## config.mk

```make
export PLATFORM = sky130hd
export DESIGN_NAME = ppc_ram
export DESIGN_NICKNAME = d
export VERILOG_FILES = /design/src/sv/ppc_ram.sv
export SDC_FILE = /design/constraint.sdc
export NUM_CORES = 1
export LEC_CHECK = 0
export BUFFER_PORTS_ARGS = -buffer_cell sky130_fd_sc_hd__buf_4
export CAP_MARGIN = 20
export CORE_MARGIN = 2
export CORE_UTILIZATION = 30
export DETAILED_ROUTE_END_ITERATION = 6
export GPL_TIMING_DRIVEN = 0
export SLEW_MARGIN = 20
export SYNTH_ARGS = -nofsm -noshare
export SYNTH_HDL_FRONTEND = slang
export SYNTH_SLANG_ARGS = --single-unit
export TNS_END_PERCENT = 1
```

## constraint.sdc

```tcl
create_clock -name clock -period 4.2 [get_ports clock]
set_input_delay 0.42 -clock clock [delete_from_list [all_inputs] [get_ports clock]]
set_output_delay 0.42 -clock clock [all_outputs]
set_load 0.02 [all_outputs]
```

## src/sv/ppc_ram.sv

```systemverilog
// Generic single-write, single-read synchronous RAM with registered read.
// No dependencies.
`default_nettype none

module ppc_ram #(
   parameter int WIDTH = 8,
   parameter int DEPTH = 16
) (
   input  wire logic                     clock,
   input  wire logic                     we,
   input  wire logic [$clog2(DEPTH)-1:0] waddr,
   input  wire logic [WIDTH-1:0]         wdata,
   input  wire logic [$clog2(DEPTH)-1:0] raddr,
   output logic      [WIDTH-1:0]         rdata
);

   logic [WIDTH-1:0] mem [DEPTH];

   always_ff @(posedge clock) begin
      if (we) begin
         mem[waddr] <= wdata;
      end
      rdata <= mem[raddr];
   end

endmodule

`default_nettype wire

```

Word-level counts from Yosys, hierarchy flattened:

Memory sizes are Yosys's and may differ from the RTL's. A register that Yosys moved wholly into a read port is not among the register bits.
Cells that the tools add are included.

* bits in registers: 0
* bits in writable memories: 128
* input bits: 18
* output and inout bits: 8
* memories: 1

Memories
* mem: depth 16, width 8, rd ports 1, clocked after memory_dff 1, write ports 1, line 17 `logic [WIDTH-1:0] mem [DEPTH];`

* muxes and demuxes: 2

Operators by type and width (count)
* $mux W1: 2

Logic depth before layout (Yosys ltp):

Gate-level depths: netlist (run 1).

* depth in word-level cells: 2
* mapped depth: 5
* depth with buffers taken out: 3

Worst setup path before layout (run 1):

No wires, ideal clock.

* path kind: input port to flip-flop
* start point: input port waddr[2]
* end point: memory mem[0][0] (enable)
* arrival time: 1.530 ns
* required time: 3.817 ns
* setup slack: 2.287 ns
* stages: 2
* buffers on the path: 0
* cells stage by stage: or3b_2 -> nor3_1

RTL lines
* from (decl): line 11 `input wire logic [$clog2(DEPTH)-1:0] waddr,`
* to (decl): line 17

Straight into the memory's write port.

Worst setup path after layout (run 1):

* start point: input port waddr[2]
* end point: memory mem[3][0] (enable)

Straight into the memory's write port.

==> results_dict.tcl, run 1 <==
set metrics [dict create \
    drt-wirelength-per-cell_um 20.3 \
    p_leak_nw 2.09 \
    clockRootBuffer "clkbuf_16" \
    cp_max_fo 8 \
    setup_violations 0 \
    drc 0 \
    synth_area_leaders "edfxtp_1, mux4_2, mux4_1, dfxtp_1, a22oi_1" \
    slowest_stage "nor2_1" \
    num_vias 2361 \
    ff2ff_path_depth 3 \
    hold_end "mem[5][5]$_DFFE_PP_" \
    final_common_cell "edfxtp_1" \
    area_growth_pct 22.1 \
    diodes 0 \
    cts.path.max_buffers 2 \
    endpoint_kind "register" \
    gp_congestion 0.674 \
    drt-vias-per-instance 4.68 \
    final_area_mm2 0.00628 \
    die_x_um 135 \
    cts_resized 0 \
    final_nets 290 \
    seq_area_frac_synth_pct 77.8 \
    p_per_area_mw_per_mm2 530 \
    path_class "in2reg" \
    synth_top_area_share_pct 74.7 \
    fin_ws_ps 2480 \
    min_period_ps 1720 \
    relSlewSlack_pct 44.6 \
    yosys_register_bits 136 \
    r2r_start "mem[9][4]$_DFFE_PP_" \
    drtIter0Drc 183 \
    final_cell_mix "edfxtp_1, buf_4, mux4_2, clkbuf_16, a22oi_1" \
    synth_compound_area_share_pct 2.33 \
    post-place-ws_ps 2030 \
    postCtsHoldBufs 0 \
    grt.total_usage_pct 12.2 \
    overflow 0 \
    syn_inst 229 \
    grt_max_degree 17 \
    total_power_mw 3.33 \
    wirelength_um 10200 \
    core_area_mm2 0.0167 \
    cp_num_cells 3 \
    grt_antenna_before_repair 0 \
    postCtsSetupBuffers 0 \
    die_area_mm2 0.0182 \
    synth_cell_type_count 19 \
    hp-class "in2reg" \
    syn_area_per_cell_um2 22.5 \
    fin_crit_sh_pct 40.9 \
    start_kind "input pin" \
    die_y_um 135 \
    drt_pass1_iterations 4 \
    hold_slack_ps 346 \
    drtAntennaViolNets 0 \
    finalClockSkew_ps 5.58 \
    cts_max_level 4 \
    synth_mux_area_share_pct 15.0 \
    max-vdd-ir-drop_mv 0.279 \
    hold_viol 0 \
    grt_pass1_wl_um 15600 \
    cp_top_family "simple AND/OR/NAND/NOR gates" \
    synthAdderAreaFrac_pct 0 \
    regToRegSetupSlack_ps 2800 \
    status "completed" \
    grt_pass1_vias 2462 \
    drv_cap 0 \
    placed_area_mm2 0.00562 \
    cp.arrival_ps 1740 \
    rsz0062_at_grt "no" \
    yosysTopAreaCell "edfxtp_1" \
    portBuffers 24 \
    path_buf_inv 1 \
    synthXorXnorAreaFrac_pct 0 \
    required_ps 4230 \
    cts_sinks 136 \
    synth_simple_gate_area_share_pct 3.18 \
    holdPathStages 1 \
    cts_tree "built" \
    ys_warn_count 0 \
    r2r-end "rdata[4]$_DFF_P_" \
    synth_top_family_by_area "multiplexers" \
    syn_area_mm2 0.00515 \
    fp-row-count 47 \
    clkTransAtPathRegs_ps 50 \
    crit_path_cell_trace "buf_4 > or3b_2 > nor2_1" \
    dp_hpwl_um 6620 \
    layout-drive-gt1-share_pct 29.5 \
    slowest_delay_ps 660 \
    cts_buffers 17 \
    fmax_mhz 582 \
    hp-start "wdata[5]" \
    ios 26 \
    insertion_delay_ps 400 \
    syn_nets 247 \
    tightest_slew_ps 827 \
    initial_core_util_pct 30.8 \
    tns_ps 0 \
    finalMaxSlewViolations 0 \
]
per-stage QoR:
| step | cells | utilization [%] |
|---|---|---|
| final | 505 | 37.6 |
| after floorplan | 229 | - |
| after global routing | 505 | 37.6 |
| after global placement | 473 | 33.5 |
| after CTS | 505 | 37.6 |
| after detailed placement | 473 | 33.7 |
cells by family after synthesis:
family | Yosys count
AOI/OAI and AO/OA | 16
buffers and inverters | 10
DFF | 136
muxes | 32
and+or+nand+nor | 35
area by class of cell:
cell class | instances | area [um^2]
Buffer | 10 | 86.3
Clock buffer | 23 | 468
Clock inverter | 9 | 194
Fill cell | 1545 | 10400
Multi-Input combinational cell | 83 | 1080
Sequential cell | 136 | 4000
Tap cell | 220 | 275
Timing Repair Buffer | 24 | 180
routing by layer:
metal | track usage (%) | routed length [um] | up-vias
li1 | - | - | 1057
met1 | 16.5 | 4470 | 1210
met2 | 19.1 | 5010 | 86
met3 | 3.19 | 636 | 8
met4 | 4.51 | 117 | 0
met5 | 0 | 0 | -
worst max-delay path by stage:
stage | endpoint | start | slack, ps
6_report | mem[3][0]$_DFFE_PP_ | waddr[2] | 2480
3_3_place_gp | mem[0][7]$_DFFE_PP_ | waddr[2] | 1680
3_5_place_dp | mem[0][7]$_DFFE_PP_ | waddr[2] | 2030
5_1_grt | mem[0][0]$_DFFE_PP_ | waddr[2] | 2360
4_1_cts | mem[0][0]$_DFFE_PP_ | waddr[2] | 2460
2_1_floorplan | mem[0][0]$_DFFE_PP_ | waddr[2] | 2290
cell usage after synthesis:
master	number
buf_6	3
buf_4	1
edfxtp_1	128
buf_2	3
mux4_2	18
nand2b_1	2
dfxtp_1	8
mux4_1	14
or3b_2	1
nand3_1	1
a22oi_1	16
nand3b_1	2
nor2_1	13
nor2b_1	1
clkdlybuf4s25_2	3
nand2_1	9
nor3_1	4
and2_1	1
and2b_1	1
worst register-to-register path: stages (launching register included):
cell      delay, ps
edfxtp_1        360
mux4_1          520
a22oi_1         300
nand2_1         100
registers in the layout, indices dropped and copies added, names as in the netlist:
| signal | cells |
|---|---|
| mem | 128 |
| rdata | 8 |
power by group:
part / leakage (nW) / total [mW] / internal [mW] / switching (mW)
Clock: 0.323 / 1.64 / 1.14 / 0.499
Sequential: 1.22 / 1.53 / 1.52 / 0.00715
Combinational: 0.539 / 0.166 / 0.0700 / 0.0956
Total: 2.09 / 3.33 / 2.73 / 0.602
(Power assumes the default switching activity.)
==> run 2, diff against run 1 <==
==> constraint.sdc (replaced) <==
create_clock -name clock -period 1.4 [get_ports clock]
set_input_delay 0.14 -clock clock [delete_from_list [all_inputs] [get_ports clock]]
set_output_delay 0.14 -clock clock [all_outputs]
set_load 0.02 [all_outputs]
==> run 2 against run 1 <==
  * Sequential power increased to 3.0 times the previous value
  * Setup slack got worse by 2400 ps
  * Critical endpoint is now rdata[5]$_DFF_P_
  * Global-route usage decreased by 0.27 points
==> results_dict.tcl, run 2 (synthesis results as in run 1) <==
set metrics [dict create \
    status "completed" \
    postCtsSetupBuffers 0 \
    tightest_slew_ps 840 \
    top_layer "met4" \
    largest_register_ff_count 128 \
    diodes 0 \
    p_switching_mw 1.92 \
    drc 0 \
    final_nets 290 \
    gp_congestion 0.701 \
    finalClockSkew_ps 8.34 \
    swShare_pct 18.3 \
    hold_viol 0 \
    final_cell_mix "edfxtp_1, buf_4, mux4_2, clkbuf_16, mux4_1" \
    cts_sinks 136 \
    slowest_delay_ps 500 \
    wirelength_um 10300 \
    hp-class "in2reg" \
    portBuffers 24 \
    largest_register "mem" \
    p_leak_nw 2.11 \
    drt-wirelength-per-cell_um 20.4 \
    start_kind "register" \
    p_per_area_mw_per_mm2 1650 \
    grt_pass1_vias 2360 \
    wl_met2_um 4920 \
    p_clk_share_pct 51.7 \
    drtAntennaViolNets 0 \
    finalMaxSlewViolations 0 \
    wl_met3_um 488 \
    met1_length_um 4770 \
    layout-drive-gt1-share_pct 33.3 \
    final_core_util_pct 38.2 \
    endpoint_kind "register" \
    ios 26 \
    overflow 0 \
    drt_pass1_iterations 5 \
    die_x_um 135 \
    drt-vias-per-instance 4.74 \
    top_regs "mem x128, rdata x8" \
    cp_max_fo 1 \
    dp_hpwl_um 6500 \
    setup_violations 0 \
    p_int_mw 8.60 \
    min_period_ps 1350 \
    max-vdd-ir-drop_mv 0.957 \
    cts_buffers 17 \
    fmax_mhz 740 \
    cts_tree "built" \
    grt_antenna_before_repair 0 \
    num_vias 2395 \
    fp-row-count 47 \
    initial_core_util_pct 30.8 \
    grt_max_degree 17 \
    postCtsHoldBufs 0 \
    area_growth_pct 24.1 \
    required_ps 1690 \
    core_area_mm2 0.0167 \
    slowest_stage "mux4_1" \
    cp.arrival_ps 1650 \
    hold_slack_ps 61.6 \
    die_area_mm2 0.0182 \
    drv_cap 0 \
    rsz0062_at_grt "yes" \
    crit_path_cell_trace "mux4_1 > a22oi_1 > nand2_1" \
    grt_pass1_wl_um 15100 \
    relSlewSlack_pct 43.8 \
    die_y_um 135 \
    cts.path.max_buffers 2 \
    path_class "reg2reg" \
    insertion_delay_ps 410 \
    total_power_mw 10.5 \
    cts_max_level 4 \
    grt.total_usage_pct 11.9 \
    clkTransAtPathRegs_ps 60 \
    clockRootBuffer "clkbuf_16" \
    power_frac_comb_pct 4.8 \
    p_seq_share_pct 43.5 \
    fin_crit_sh_pct 96.5 \
    drtIter0Drc 116 \
    final_common_cell "edfxtp_1" \
]
run 2: path summary, 6_finish.rpt:
kind	start	end	slack [ps]	cells after the start
worst max register to register	mem[1][5]$_DFFE_PP_	rdata[5]$_DFF_P_	50	3
worst max-delay path	mem[1][5]$_DFFE_PP_	rdata[5]$_DFF_P_	50	3
worst min-delay path	wdata[5]	mem[13][5]$_DFFE_PP_	60	1
worst min register to register	mem[11][5]$_DFFE_PP_	rdata[5]$_DFF_P_	690	3
run 2: worst max-delay path: cells and delay by family (launching register included):
family          cells  cell delay (ps)
mux                 1              500
compound gates      1              290
simple gates        1               90
flops               1              350
run 2: through the flow:
stage          area [um^2]  std cells  setup TNS [ps]  worst slack, ps
5_1_grt               6390        505           -21.2            -21.2
4_1_cts               6370        505               0             6.54
3_5_place_dp          5620        473          -27850             -454
2_1_floorplan         5150        229            -147            -6.15
6_report              6390        505               0             48.4
3_3_place_gp          5610        473          -36400             -570
run 2: power by group through the flow:
stage	Sequential (mW)	Clock (mW)	Combinational, mW
floorplan	4.69	0	0.231
global placement	4.66	0	0.494
detailed placement	4.66	0	0.507
CTS	4.58	5.49	0.511
global route	4.58	5.65	0.546
finish	4.58	5.44	0.508
run 2: cell type report:
cell class                 count  area [um^2]
clock inverter                12          268
buffer                        10         86.3
clock buffer                  20          467
multi-input combinational     83         1110
fill                        1528        10300
sequential                   136         4000
tap                          220          275
timing repair buffer          24          180
run 2: what timing repair did:
action                     4_1_cts  5_1_grt
cloned                           0        0
setup endpoints to repair       17       19
gates resized for setup          3        4
run 2: per-layer routing:
layer	track usage (%)	vias to the layer above
met5	0	-
met4	5.21	0
met3	3.15	16
met2	17.9	64
met1	16.4	1255
li1	-	1060
