### config.mk
export PLATFORM = sky130hd
export DESIGN_NAME = ppc_div
export DESIGN_NICKNAME = d
export VERILOG_FILES = /design/src/sv/ppc_pkg.sv /design/src/sv/ppc_div.sv
export SDC_FILE = /design/constraint.sdc
export NUM_CORES = 1
export LEC_CHECK = 0
export BUFFER_PORTS_ARGS = -buffer_cell sky130_fd_sc_hd__clkbuf_2
export CORE_MARGIN = 10
export CORE_UTILIZATION = 50
export CTS_CLUSTER_SIZE = 20
export DETAILED_ROUTE_END_ITERATION = 7
export PLACE_DENSITY = 0.69
export SYNTH_ARGS = -nofsm -noshare
export SYNTH_HDL_FRONTEND = slang
export SYNTH_SLANG_ARGS = --single-unit
### constraint.sdc
create_clock -name clock -period 10.44 [get_ports clock]
set_input_delay 1.566 -clock clock [delete_from_list [all_inputs] [get_ports clock]]
set_output_delay 1.566 -clock clock [all_outputs]
set_load 0.03 [all_outputs]
### src/sv/ppc_pkg.sv
// Package for the polygon point clamp: widths, codes, beat payload types and
// small arithmetic helpers. No dependencies.
`default_nettype none

package ppc_pkg;

   localparam int MAX_VERT = 64;
   localparam int COORD_W  = 20;
   localparam int DIFF_W   = COORD_W + 1;
   localparam int FOOT_W   = DIFF_W + 1;
   localparam int PROD_W   = 2 * DIFF_W;
   localparam int HALF_W   = PROD_W / 2;
   localparam int NUM_W    = 64;
   localparam int QUO_W    = DIFF_W;
   localparam int STEP_W   = $clog2(QUO_W + 1);
   localparam int CNT_W    = 7;
   localparam int ADDR_W   = $clog2(MAX_VERT);
   localparam int VTX_W    = 2 * COORD_W;

   localparam logic [1:0] OP_INSERT = 2'd0;
   localparam logic [1:0] OP_REMOVE = 2'd1;
   localparam logic [1:0] OP_CLAMP  = 2'd2;

   localparam logic [1:0] ST_OK    = 2'd0;
   localparam logic [1:0] ST_RANGE = 2'd1;
   localparam logic [1:0] ST_FULL  = 2'd2;

   localparam logic [1:0] CC_INSIDE = 2'd0;
   localparam logic [1:0] CC_PREV   = 2'd1;
   localparam logic [1:0] CC_NEXT   = 2'd2;
   localparam logic [1:0] CC_VERTEX = 2'd3;

   typedef enum logic [4:0] {
      S_IDLE, S_INS_RD, S_INS_WR, S_REM_RD, S_REM_WR,
      S_CT_RD, S_CT_LD, S_CT_E1, S_CT_E2, S_CT_E3,
      S_NR_RD, S_NR_LD, S_NR_SQ, S_NR_CMP,
      S_PJ_RDA, S_PJ_LDA, S_PJ_RDB, S_PJ_LDB,
      S_PJ_M1, S_PJ_M2, S_PJ_M3, S_PJ_M4, S_PJ_CHK,
      S_PJ_NL, S_PJ_NH, S_PJ_GO, S_PJ_DIV, S_DONE
   } state_type;

   typedef struct packed {
      logic signed [COORD_W-1:0] x;
      logic signed [COORD_W-1:0] y;
   } vtx_type;

   typedef struct packed {
      logic signed [COORD_W-1:0] x1;
      logic signed [COORD_W-1:0] y1;
      logic signed [COORD_W-1:0] x2;
      logic signed [COORD_W-1:0] y2;
   } edge_type;

   typedef struct packed {
      logic [1:0]                operation;
      logic [CNT_W-1:0]          vertex_index;
      logic signed [COORD_W-1:0] point_x;
      logic signed [COORD_W-1:0] point_y;
   } req_type;

   typedef struct packed {
      logic signed [COORD_W-1:0] clamped_x;
      logic signed [COORD_W-1:0] clamped_y;
      logic [1:0]                clamp_case;
      logic [1:0]                status;
      logic [CNT_W-1:0]          vertex_count_now;
   } rsp_type;

   function automatic logic signed [DIFF_W-1:0] sdiff(logic signed [COORD_W-1:0] a,
                                                      logic signed [COORD_W-1:0] b);
      return DIFF_W'(a) - DIFF_W'(b);
   endfunction

   function automatic logic signed [PROD_W-1:0] smul(logic signed [DIFF_W-1:0] a,
                                                     logic signed [DIFF_W-1:0] b);
      return PROD_W'(a) * PROD_W'(b);
   endfunction

   // edge with its lower-y end first
   function automatic edge_type order_edge(vtx_type a, vtx_type b);
      edge_type e;
      if (b.y < a.y) begin
         e = {b.x, b.y, a.x, a.y};
      end else begin
         e = {a.x, a.y, b.x, b.y};
      end
      return e;
   endfunction

endpackage

`default_nettype wire

### src/sv/ppc_div.sv
// Restoring divider, one quotient bit per cycle, rounds half up at the end.
// Depends on ppc_pkg.
`default_nettype none

module ppc_div (
   input  wire logic                         clock,
   input  wire logic                         reset,
   input  wire logic                         start,
   input  wire logic [ppc_pkg::NUM_W-1:0]    num,
   input  wire logic [ppc_pkg::PROD_W-1:0]   den,
   output logic                              done,
   output logic      [ppc_pkg::QUO_W-1:0]    quo
);

   logic [ppc_pkg::NUM_W-1:0]  rem_ff, rem_in, dsh_ff, dsh_in;
   logic [ppc_pkg::PROD_W-1:0] den_ff, den_in;
   logic [ppc_pkg::QUO_W-1:0]  quo_ff, quo_in;
   logic [ppc_pkg::STEP_W-1:0] step_ff, step_in;
   logic                       run_ff, run_in, done_ff, done_in;

   always_comb begin
      rem_in  = rem_ff;
      dsh_in  = dsh_ff;
      den_in  = den_ff;
      quo_in  = quo_ff;
      step_in = step_ff;
      run_in  = run_ff;
      done_in = 1'b0;
      if (start) begin
         rem_in  = num;
         den_in  = den;
         dsh_in  = ppc_pkg::NUM_W'(den) << (ppc_pkg::QUO_W - 1);
         quo_in  = '0;
         step_in = '0;
         run_in  = 1'b1;
      end else if (run_ff) begin
         if (step_ff == ppc_pkg::STEP_W'(ppc_pkg::QUO_W)) begin
            // round: remainder at least half the divisor
            if ((rem_ff << 1) >= ppc_pkg::NUM_W'(den_ff)) begin
               quo_in = quo_ff + ppc_pkg::QUO_W'(1);
            end
            run_in  = 1'b0;
            done_in = 1'b1;
         end else begin
            if (rem_ff >= dsh_ff) begin
               rem_in = rem_ff - dsh_ff;
               quo_in = {quo_ff[ppc_pkg::QUO_W-2:0], 1'b1};
            end else begin
               quo_in = {quo_ff[ppc_pkg::QUO_W-2:0], 1'b0};
            end
            dsh_in  = dsh_ff >> 1;
            step_in = step_ff + ppc_pkg::STEP_W'(1);
         end
      end
   end

   always_ff @(posedge clock) begin
      if (reset) begin
         run_ff  <= 1'b0;
         done_ff <= 1'b0;
      end else begin
         run_ff  <= run_in;
         done_ff <= done_in;
      end
      rem_ff  <= rem_in;
      dsh_ff  <= dsh_in;
      den_ff  <= den_in;
      quo_ff  <= quo_in;
      step_ff <= step_in;
   end

   assign done = done_ff;
   assign quo  = quo_ff;

endmodule

`default_nettype wire

# After elaboration in Yosys (flattened, before gate mapping)
# Index checks and enable logic that the tools add are counted.
totals:
  register_bits: 196
  word_cells: 39
classes:
  bitwise: 2
  n_lt_le_gt_ge: 2
  muxes: 14
  n_addsub: 3
  n_reduce_logical: 7
  n_eq_ne: 3
op_table:
  columns: ["operator", "count"]
  rows:
  - ["two-way mux 64 bit", 4]
  - ["two-way mux 62 bit", 3]
  - ["greater-or-equal comparator 64 x 42 -> 1 bit", 1]
  - ["greater-or-equal comparator 64 x 62 -> 1 bit", 1]
  - ["subtractor 64 x 62 -> 64 bit", 1]
  - ["two-way mux 21 bit", 2]
  - ["adder 21 x 1 -> 21 bit, second input constant", 1]
  - ["AND reduction 2 bit", 3]
  - ["adder 5 x 1 -> 5 bit, second input constant", 1]
  - ["equality test 5 bit, second input constant", 1]
  - ["two-way mux 1 bit", 5]
  - ["nonzero test 2 bit", 2]
  - ["AND reduction 3 bit", 1]
  - ["OR reduction 3 bit", 1]
  - ["!= test 2 x 1 -> 1 bit, second input constant", 1]
  - ["!= test 2 bit, second input constant", 1]
  - ["inverter 1 bit", 2]

# Logic depth before layout (Yosys ltp)
logic_depth:
  ltp_word: 5
  depth_mapped: 13

# Worst setup path before layout
# OpenSTA, ideal clock, no wires.
synth_path:
  path_kind: "register to register"
  start: "register rem_ff[0] in the netlist's numbering"
  end: "register rem_ff[0] in the netlist's numbering (enable)"
  required_ns: 9.749
  period_less_slack_ns: 4.213
  slack_ns: 6.227
  setup_time_ns: 0.691
  t_arrival_ns: 3.522
  path_stages_with_launch: 13
  cell_sequence: "edfxtp_1 -> inv_1 -> ha_1 -> inv_1 -> fa_1 -> a21oi_1 -> o211ai_1 -> a21oi_1 -> o21bai_1 -> o21bai_1 -> o211a_1 -> o21ai_0 -> nand2_1"
synth_between:
  elab_chain_len: 3
synth_lines:
  columns: ["element", "line", "source"]
  rows:
  - ["from (decl)", "ppc_div.sv:15", "logic [ppc_pkg::NUM_W-1:0] rem_ff, rem_in, dsh_ff, dsh_in;"]
  - ["from (signal assigned)", "ppc_div.sv:65", "rem_ff <= rem_in;"]
  - ["greater-or-equal comparator 64 x 62 -> 1 bit", "ppc_div.sv:45", "if (rem_ff >= dsh_ff) begin"]
  - ["nonzero test 2 bit (no source line)", null, null]
  - ["AND reduction 3 bit (no source line)", null, null]
# Every way passes these cells.
# A chain may end at the register's enable or synchronous reset.

# Worst setup path after layout
layout_path:
  start: "register rem_ff[0] in the netlist's numbering"
  end: "register rem_ff[21] in the netlist's numbering (enable)"
# Same word-level chain as after synthesis.

==> impl_metrics.json <==
{
  "synth.avg_cell_area_um2": 8.77,
  "timing.critical_path.to_type": "flip-flop",
  "final.period_utilization": 0.410,
  "portBuffers": 130,
  "worst_ep_required_time_ns": 10.55,
  "place.gp.congestion": 0.966,
  "total_of_endpoints_with_negative_setup_slack_in_the_final_report": 0,
  "grt.overflow.total": 0,
  "synth_edf_count": 148,
  "maximum_single_stage_delay_on_the_critical_path_ns": 0.48,
  "hold_viol": 0,
  "crit_slowest_cell": "sky130_fd_sc_hd__buf_4",
  "clock_sinks": 196,
  "worstHoldStart": "dsh_ff[16]",
  "dr.pass1.iters": 5,
  "post-route-drc-count": 0,
  "timing.critical_path.arrival_ns": 4.39,
  "initialDrtViolationCount": 1114,
  "fill_cells": 2413,
  "timing.critical_path.from_type": "flip-flop",
  "fin_tns_setup_ns": 0,
  "hold_slack_final_ns": 0.465,
  "fp.dieArea_um2": 33200,
  "ant_nets": 0,
  "std_cell_rows": 59,
  "avgViaCountPerCell": 5.95,
  "asyncSetResetFlopFracSynth": 0,
  "finalNetCount": 1796,
  "clock_tree.root_cell": "sky130_fd_sc_hd__clkbuf_16",
  "cp_max_fo": 49,
  "grt_max_degree": 111,
  "start_util": 0.506,
  "wire_length_of_the_first_global_routing_pass_mm": 61.0,
  "synth_nets": 1715,
  "p_per_area_nw_per_um2": 215,
  "postCtsSetupBuffers": 0,
  "dieWidth_um": 182,
  "via_count": 11500,
  "detailedPlacementHpwl_mm": 29.5,
  "finalClockSkew_ns": 0.0185,
  "worstHoldPathType": "reg -> reg",
  "synthDominantCellAreaShare": 0.338,
  "worst_slew_margin_rel": 0.214,
  "layout.cells.most_common_list": "sky130_fd_sc_hd__nand2_1, sky130_fd_sc_hd__edfxtp_1, sky130_fd_sc_hd__clkbuf_2, sky130_fd_sc_hd__inv_1, sky130_fd_sc_hd__o21ai_0",
  "postCtsHoldBufs": 0,
  "clock_insertion_delay_worst_skew_ns": 0.46,
  "critPathTopFamily": "compound AO/OA/AOI/OAI gates",
  "worst_ir_drop_vdd_mv": 0.119,
  "drt-total-wl_mm": 38.8,
  "cts-buffers-inserted": 17,
  "io_pins": 131,
  "synth.ff_latch_count": 196,
  "finalWorstPathRequiredPeriod_ns": 4.28,
  "worstSetupPathType": "reg -> reg",
  "netlist_area_um2": 13100,
  "cp_num_buf_inv": 3,
  "antenna_found_initial": 0,
  "post_cts.resized_instances": 0,
  "fmax_mhz": 234,
  "post_route_cells_drive_above_1_share": 0.122,
  "outcome": "finished clean",
  "area.growth.synth_to_final_pct": 10.9,
  "worst_pin_slew_ns": 1.17,
  "clk_path_buf_depth": 2,
  "ys_top_cells_by_area": "sky130_fd_sc_hd__edfxtp_1, sky130_fd_sc_hd__ha_1, sky130_fd_sc_hd__dfxtp_1, sky130_fd_sc_hd__nand2_1, sky130_fd_sc_hd__o21ai_0",
  "synth-warning-count": 0,
  "wl_per_cell_um": 20.1,
  "die_h_um": 182,
  "cp-startpoint": "rem_ff[0]",
  "cts-htree-levels": 4,
  "yosys.cell_types.count": 68,
  "yosys_most_used_dff": "sky130_fd_sc_hd__edfxtp_1",
  "number_of_global_route_vias_before_repair": 11100,
  "placeableCoreArea_um2": 26000,
  "cts.reportedPaths.clkPinSlew_ns": 0.09,
  "cap_violations": 0,
  "cts_tree": "yes",
  "antenna-diode-count": 0,
  "synth_cells": 1499,
  "crit_path_cell_trace": "inv_1 -> ha_1 -> inv_1 -> fa_1 -> a21oi_1 -> o211ai_1 -> a21oi_1 -> o21bai_1 -> o21bai_1 -> o211a_1 -> o21ai_0 -> nand2_2 -> buf_4",
  "most_frequent_standard_cell_in_the_layout_excluding_fill_and_tap_cells": "sky130_fd_sc_hd__nand2_1",
  "power_leakage_nw": 6.04,
  "yosysSeqAreaShare": 0.411,
  "grt_setup_unrepaired": "no",
  "final-max-slew-violation-count": 0,
  "synth_largest_area_cell": "sky130_fd_sc_hd__edfxtp_1",
  "crit-reg2reg-launch": "rem_ff[0]",
  "groute.usage.overall": 0.230
}
==> tightest hold or removal path, delay by kind of cell, from the launching register on <==
family / cells / cell delay [ns]
AOI/OAI and AO/OA: 1 / 0.05
and+or+nand+nor: 1 / 0.05
DFF: 1 / 0.33
==> logic make-up after synthesis <==
group,share of synthesized area
compound gates,0.225
buf+inv,0.0602
xor+xnor,0.0373
fa+ha+maj,0.102
flops,0.411
mux,0.00257
simple gates,0.162
==> synth_stat cells (all sizes together) (5+ instances only) <==
master  number
nand2      231
edfxtp     148
o21ai      131
inv        124
a21oi      121
ha         106
nor2        81
clkbuf      54
dfxtp       48
o31ai       47
a21o        43
nand3       37
nand4       36
xnor2       29
xor2        27
buf         22
nor3        22
nor4        17
o21bai      17
o21a        16
a211oi      14
a31oi       13
a22o        10
a22oi       10
and3         7
or2          7
or3          7
o211ai       6
nand2b       5
==> power breakdown <==
group	total [mW]	switching, mW	internal (mW)
Sequential	1.07	0.0770	0.989
Clock	0.687	0.361	0.327
Combinational	1.37	0.847	0.528
==> through the flow <==
step | utilization | power [mW] | instances | cell area, um^2 | worst slack, ns
floorplan | - | 2.07 | 1499 | 13100 | 6.23
global placement | 0.538 | 2.42 | 1896 | 14000 | 6.35
detailed placement | 0.538 | 2.43 | 1896 | 14000 | 6.29
CTS | 0.561 | 3.11 | 1928 | 14600 | 6.25
global route | 0.561 | 3.32 | 1928 | 14600 | 5.84
finish | 0.561 | 3.13 | 1928 | 14600 | 6.16
==> cell type report <==
type | count | area (um^2) | share of cell area
clock buffer | 17 | 425 | 0.0292
clock inverter | 15 | 181 | 0.0124
inverter | 125 | 469 | 0.0322
multi-input combinational | 1102 | 6950 | 0.477
sequential | 196 | 5410 | 0.371
tap | 335 | 419 | 0.0288
timing repair buffer | 138 | 721 | 0.0494
==> sequential cells by signal, indices dropped and copies added (netlist names) <==
| signal | cells |
|---|---|
| den_ff | 42 |
| dsh_ff | 62 |
| step_ff | 5 |
| rem_ff | 64 |
| quo | 21 |
| done | 1 |
| run_ff | 1 |
==> routing by layer <==
| layer | wire, um | up-vias | global-route usage |
|---|---|---|---|
| met5 | 0 | - | 0 |
| met1 | 17000 | 5434 | 0.294 |
| met4 | 996 | 0 | 0.0761 |
| met3 | 2110 | 57 | 0.0398 |
| li1 | - | 5610 | - |
| met2 | 18700 | 361 | 0.385 |
==> path summary, 6_finish.rpt <==
path | cells after the start | slack (ns) | endpoint
worst min register to register | 2 | 0.46 | dsh_ff[15]
worst max-delay path | 13 | 6.16 | rem_ff[21]
worst max register to register | 13 | 6.16 | rem_ff[21]
worst min-delay path | 2 | 0.46 | dsh_ff[15]
Power figures use the tool's default switching activity.
